### config.mk
export PLATFORM = sky130hd
export DESIGN_NAME = tbt_store
export DESIGN_NICKNAME = d
export VERILOG_FILES = /design/src/sv/tbt_pkg.sv /design/src/sv/tbt_ram.sv /design/src/sv/tbt_store.sv
export SDC_FILE = /design/constraint.sdc
export NUM_CORES = 2
export LEC_CHECK = 0
export BUFFER_PORTS_ARGS = -buffer_cell sky130_fd_sc_hd__buf_2
export CORE_MARGIN = 8
export CORE_UTILIZATION = 37
export CTS_CLUSTER_SIZE = 8
export DETAILED_ROUTE_END_ITERATION = 6
export SLEW_MARGIN = 5
export SYNTH_ARGS = -nofsm -noshare
export SYNTH_HDL_FRONTEND = slang
export SYNTH_MEMORY_MAX_BITS = 65536
export SYNTH_SLANG_ARGS = --single-unit
### constraint.sdc
create_clock -name clock -period 2.5 [get_ports clock]
set_input_delay 0.375 -clock clock [delete_from_list [all_inputs] [get_ports clock]]
set_output_delay 0.375 -clock clock [all_outputs]
set_load 0.01 [all_outputs]
### src/sv/tbt_pkg.sv
// Tombstone table package: table sizing, codes, controller states and store structs.
// No dependencies; compile first.
package tbt_pkg;

   localparam int TABLE_ENTRIES = 64;
   localparam int IDX_W         = $clog2(TABLE_ENTRIES);
   localparam int LIVE_W        = $clog2(TABLE_ENTRIES + 1);
   localparam int KEY_W         = 32;
   localparam int FRAME_W       = 32;
   localparam int CAP_W         = 7;

   localparam logic [CAP_W-1:0] CAP_RESET = 7'd64;

   localparam logic [1:0] ACT_RECORD = 2'd0;
   localparam logic [1:0] ACT_QUERY  = 2'd1;
   localparam logic [1:0] ACT_ERASE  = 2'd2;

   localparam logic [1:0] OUT_IGNORED  = 2'd0;
   localparam logic [1:0] OUT_INSERTED = 2'd1;
   localparam logic [1:0] OUT_UPDATED  = 2'd2;

   typedef enum logic [2:0] {
      ST_IDLE,
      ST_PASS,
      ST_DECIDE,
      ST_FRAME_WR,
      ST_INSERT,
      ST_CHECK,
      ST_RESP
   } state_type;

   typedef enum logic [1:0] {
      PASS_SCAN,
      PASS_UPDATE,
      PASS_REMOVE,
      PASS_TRIM
   } pass_type;

   typedef struct packed {
      logic               valid;
      logic [KEY_W-1:0]   key;
      logic [FRAME_W-1:0] frame;
      logic [IDX_W-1:0]   rank;
   } slot_type;

   typedef struct packed {
      logic [IDX_W-1:0]   addr;
      logic               key_en;
      logic               frame_en;
      logic               rank_en;
      logic               valid_set;
      logic               valid_clr;
      logic [KEY_W-1:0]   key;
      logic [FRAME_W-1:0] frame;
      logic [IDX_W-1:0]   rank;
   } store_wr_type;

endpackage

### src/sv/tbt_ram.sv
// Generic simple dual-port RAM: one write port, one read port, registered read.
// No dependencies.
module tbt_ram #(
   parameter int WIDTH = 32,
   parameter int DEPTH = 64
) (
   input  logic                     clock,
   input  logic                     wr_en,
   input  logic [$clog2(DEPTH)-1:0] wr_addr,
   input  logic [WIDTH-1:0]         wr_data,
   input  logic [$clog2(DEPTH)-1:0] rd_addr,
   output logic [WIDTH-1:0]         rd_data
);
   logic [WIDTH-1:0] mem_ff [DEPTH];
   logic [WIDTH-1:0] rd_data_ff;

   always_ff @(posedge clock) begin
      if (wr_en) begin
         mem_ff[wr_addr] <= wr_data;
      end
      rd_data_ff <= mem_ff[rd_addr];
   end

   assign rd_data = rd_data_ff;
endmodule

### src/sv/tbt_store.sv
// Slot store: key, frame and age-rank memories plus per-slot valid flops.
// Depends on tbt_pkg and tbt_ram.
module tbt_store import tbt_pkg::*; (
   input  logic             clock,
   input  logic             reset,
   input  logic [IDX_W-1:0] rd_addr,
   input  store_wr_type     wr,
   output slot_type         rd
);
   logic [TABLE_ENTRIES-1:0] valid_ff;
   logic                     rd_valid_ff;

   tbt_ram #(.WIDTH(KEY_W), .DEPTH(TABLE_ENTRIES)) u_key (
      .clock(clock), .wr_en(wr.key_en), .wr_addr(wr.addr), .wr_data(wr.key),
      .rd_addr(rd_addr), .rd_data(rd.key));

   tbt_ram #(.WIDTH(FRAME_W), .DEPTH(TABLE_ENTRIES)) u_frame (
      .clock(clock), .wr_en(wr.frame_en), .wr_addr(wr.addr), .wr_data(wr.frame),
      .rd_addr(rd_addr), .rd_data(rd.frame));

   tbt_ram #(.WIDTH(IDX_W), .DEPTH(TABLE_ENTRIES)) u_rank (
      .clock(clock), .wr_en(wr.rank_en), .wr_addr(wr.addr), .wr_data(wr.rank),
      .rd_addr(rd_addr), .rd_data(rd.rank));

   always_ff @(posedge clock) begin
      if (reset) begin
         valid_ff    <= '0;
         rd_valid_ff <= 1'b0;
      end else begin
         if (wr.valid_set) begin
            valid_ff[wr.addr] <= 1'b1;
         end else if (wr.valid_clr) begin
            valid_ff[wr.addr] <= 1'b0;
         end
         rd_valid_ff <= valid_ff[rd_addr];
      end
   end

   assign rd.valid = rd_valid_ff;
endmodule

# Word-level counts from Yosys, hierarchy flattened
# Memory sizes are Yosys's and may differ from the RTL's. A register that Yosys moved wholly into a read port is not among the register bits.
# Index checks and enable logic that the tools add are counted.
[word_totals] out_inout_bits=71 n_memories=3 wordCells=25 mem_bits_rw=4480 regBits=65 inputBits=89
[memory_table] memory="u_frame.mem_ff" words=64 width=32 read_ports=1 rd_clocked_by_memory_dff=1 wr=1 line="tbt_ram.sv:14" text="logic [WIDTH-1:0] mem_ff [DEPTH];"
[memory_table] memory="u_key.mem_ff" words=64 width=32 read_ports=1 rd_clocked_by_memory_dff=1 wr=1 line="tbt_ram.sv:14"
[memory_table] memory="u_rank.mem_ff" words=64 width=6 read_ports=1 rd_clocked_by_memory_dff=1 wr=1 line="tbt_ram.sv:14"
[op_classes] n_reduce_logical=2 n_bitwise=3 n_lt_le_gt_ge=3 mux=12
[ops] op="$mux W64" count=2
[ops] op="$and A64 B64 Y64" count=1
[ops] op="$not A64 Y64" count=1
[ops] op="$or A64 B64 Y64" count=1
[ops] op="$lt A6 B7 Y1 const B" count=2
[ops] op="$mux W1" count=8
[ops] op="$bmux W1 S6" count=1
[ops] op="$demux W1 S6" count=1
[ops] op="$ge A6 B1 Y1 const B" count=1
[ops] op="$reduce_bool A2 Y1" count=1
[ops] op="$logic_and A1 B1 Y1" count=1

# Longest topological paths before layout
[depth] word_depth=8 mapped_depth=10 mapped_depth_nobuf=5

# By module
# From an unflattened synthesis, not the netlist that was laid out.
[unflattened] cells_unflattened=7711 hier_area_um2=175507.1
[modules_own_cells] module="tbt_ram (u_frame ...)" cells_per_inst=3324 area_each_um2=78515.3 n_inst=2
[modules_own_cells] module="tbt_ram (u_rank)" cells_per_inst=720 area_each_um2=15225.9 n_inst=1
[modules_own_cells] module="tbt_store" cells_per_inst=343 area_each_um2=3250.6 n_inst=1

# Worst setup path before layout
# No wires, ideal clock.
[synth_path] kind="input port to flip-flop" start="input wr[77] in the netlist's numbering" end="memory u_frame.mem_ff[36][0], enable pin" slack_ns=-0.117 required_ns=2.108 arrival_ns=2.225 cell_stages=5 n_path_buf=2 path_cell_list="clkbuf_1 > or3b_2 > clkbuf_1 > nor2b_1 > and2_1"
[synth_lines] element="start: declaration" line="tbt_store.sv:7" text="input store_wr_type wr,"
[synth_lines] element="end: declaration" line="tbt_ram.sv:14"
# Straight into the memory's write port.

==> run_results.csv <==
group,metric,value,unit
min_path,worstHoldPathType,"in -> reg",
floorplanning,coreArea,471000,sq um
routing,wl_per_cell,31.8,um
sta,setup_viol,0,
cells_and_area,design_area,212000,sq um
sta,fmax,409,MHz
sta,rsz0062_at_grt,"false",
global_routing,grt_pass1_wl,683,mm
placed_design,io_buffers,159,
clock_tree,clk_pin_slew_worst_paths,0.05,ns
cells_and_area,area_delta_synth_final,20.9,%
logic_synthesis,netlist_area,175000,sq um
logic_synthesis,async_flop_share,0,%
routing,first_pass_iters,7,
critical_path,crit_fanout,1,
logic_synthesis,synth-edff-count,4480,
critical_path,crit_start,"u_key.mem_ff[31][9]$_DFFE_PP_",
clock_tree,cts_root_buf,"clkbuf_16",
routing,vias,86000,
critical_path,crit_slowest_cell,"a21oi_1",
critical_path,critical_path_class,"reg -> reg",
sta,max-slew-margin-rel,13.4,%
global_routing,grt_use_total,19.0,%
logic_synthesis,synthTopCellsByArea,"edfxtp_1 77%, mux4_2 17%, dfxtp_1 1.5%",
logic_synthesis,yosysSeqAreaShare,78.3,%
cells_and_area,nets,8803,
critical_path,critPathCaptureType,"register",
placed_design,place_ws,-0.867,ns
power_and_ir_drop,peakVddDrop,709,uV
logic_synthesis,yosysMostFrequentCell,"edfxtp_1",
floorplanning,fp.dieW,704,um
sta,tightest_slew,1.30,ns
sta,min_period,2.45,ns
logic_synthesis,synth_top_area_share,76.8,%
critical_path,crit_required,3.27,ns
logic_synthesis,ys.flop_type,"edfxtp_1",
power_and_ir_drop,leakagePower,67.5,nW
clock_tree,clock_sinks,4615,
floorplanning,die_h,704,um
routing,ant_nets,0,
min_path,hp-start,"wr[38]",
logic_synthesis,netlist_instances,7376,
status,outcome,"complete, but fails checks",
sta,slew_viol_final,0,
sta,hold_violations,0,
logic_synthesis,yosys.area.top_type,"edfxtp_1",
placed_design,hpwl,293,mm
floorplanning,num_io_pins,160,
routing,finalWirelength,486,mm
critical_path,reg2reg_from,"u_key.mem_ff[31][9]$_DFFE_PP_",
logic_synthesis,mappedNetlistNets,7465,
logic_synthesis,yosys_warnings,0,
global_routing,grt_overflow,0,
critical_path,path_cells,"mux4_2, mux4_2, a21oi_1, nor2_1",
logic_synthesis,ys_ff_latch,4615,
routing,routed_via_density,5.63,
cells_and_area,nFillCells,38800,
placed_design,place_congestion,0.800,
global_routing,grt_antenna_before_repair,39,
run,timing.max_cap.violations,0,
clock_tree,cts_buffers,651,
critical_path,crit_path_start_kind,"register",
logic_synthesis,synthDistinctLibCells,35,
global_routing,first_global_vias,89800,
power_and_ir_drop,power.total,0.175,W
routing,drtIter0Drc,9961,
routing,drc,1,
clock_tree,h-tree-depth,6,
critical_path,cpPeakStageDelay,0.77,ns
floorplanning,rows,252,
clock_tree,clk_latency,0.95,ns
power_and_ir_drop,power_density,827,nW/um^2
clock_tree,clock_tree.buffer_depth,4,
sta,period_share,97.9,%
floorplanning,initial_core_util,37.2,%
cells_and_area,drive_gt1_share,36.3,%
critical_path,worst-endpoint-arrival,3.21,ns
logic_synthesis,avgSynthCellArea,23.8,sq um
placed_design,post_dp_cell_area,193000,sq um
floorplanning,dieArea,496000,sq um
sta,clock-skew-final,0.0494,ns
clock_tree,cts_tree,"done",
status,violations,"DRC",
sta,worst_slack,0.0524,ns
global_routing,grt_max_degree,65,
cells_and_area,final_util,44.9,%
critical_path,cp_common_cell,"mux4_2",
logic_synthesis,synth_common_cells,"4480 x edfxtp_1, 1345 x mux4_2, 224 x clkbuf_1, 193 x nor2_1, 192 x and2_1",
-- final timing paths --
path                            slack [ns]  depth (start not counted)                            end
worst max register to register        0.05                          4       u_key.rd_data[9]$_DFF_P_
worst min register to register        0.50                          2                       register
worst min-delay path                  0.06                          1  u_key.mem_ff[12][0]$_DFFE_PP_
worst max-delay path                  0.05                          4       u_key.rd_data[9]$_DFF_P_
-- metrics by stage --
stage,hold WS [ns],cells,setup TNS [ns]
3_5_place_dp,0.483,14300,-29.32
5_1_grt,0.0183,15300,0
2_1_floorplan,0.458,7376,0
6_report,0.0647,15300,0
3_3_place_gp,0.473,14300,-28.74
4_1_cts,0.000359,15300,0
-- cells by family (layout without fill, tap and decap cells) --
logic type / count (synthesis) / count (layout) / synth area share, %
compound gates: 300 / 300 / 1.12
buf+inv: 429 / 2100 / 1.10
flops: 4615 / 4615 / 78.3
mux: 1422 / 1422 / 17.7
other cells: 0 / 17 / 0
simple gates: 610 / 610 / 1.75
-- critical path, delay by kind of cell (launching register included) --
| family | cells | cell delay (ns) |
|---|---|---|
| flip-flops | 1 | 0.36 |
| multiplexers | 2 | 1.03 |
| AND/OR/NAND/NOR | 1 | 0.14 |
| AO/OA/AOI/OAI | 1 | 0.77 |
-- cell type report --
type / instances / area [sq um] / area share [%]
tap: 6223 / 7790 / 3.67
clock inverter: 34 / 578 / 0.273
clock buffer: 952 / 17800 / 8.42
multi-input combinational: 2332 / 36300 / 17.1
antenna: 17 / 42.5 / 0.0201
sequential: 4615 / 137000 / 64.8
timing repair buffer: 1114 / 12100 / 5.71
-- metal layers --
metal / global-route usage, % / wire length, um / up-vias
li1: - / - / 34400
met1: 25.4 / 193000 / 47000
met2: 31.9 / 242000 / 3897
met3: 3.31 / 35800 / 769
met4: 5.89 / 15700 / 14
met5: 0 / 80 / -
-- report_power, final --
part           total (W)  leakage [nW]  internal [W]  switching, W
Combinational    0.00871          17.2       0.00375       0.00496
Clock             0.0803          8.86        0.0489        0.0314
Sequential        0.0861          41.4        0.0857      0.000453
-- cell usage in the layout (no fill, tap or decap), drive strengths merged, types with 5 or more instances in the layout --
master       count
nor3            99
nor2b           12
a31oi           19
clkinv          13
inv             20
nand2           68
o221ai          50
a21oi          119
o211ai          20
nor2           193
and2           192
nand3b           7
dlygate4sd3     26
nand2b          24
mux2i           74
mux4          1345
diode           17
dfxtp          135
a22oi           64
buf           1088
edfxtp        4480
o22ai           22
clkbuf         952
or3b             5
-- timing repair --
action,4_1_cts,5_1_grt
resized for setup,2,0
hold buffers,26,0
hold endpoints to repair,658,0
buffers inserted,0,0
endpoints found under the setup margin,2,0
-- state kept, by name, summed over array words and instances (netlist names), named ones only --
| name | count |
|---|---|
| u_key.rd_data | 32 |
| u_key.mem_ff | 2048 |
| u_rank.rd_data | 6 |
| u_frame.rd_data | 32 |
| u_frame.mem_ff | 2048 |
| u_rank.mem_ff | 384 |
| rd_valid_ff | 1 |
Note: power is estimated with default switching activity, not from simulation.
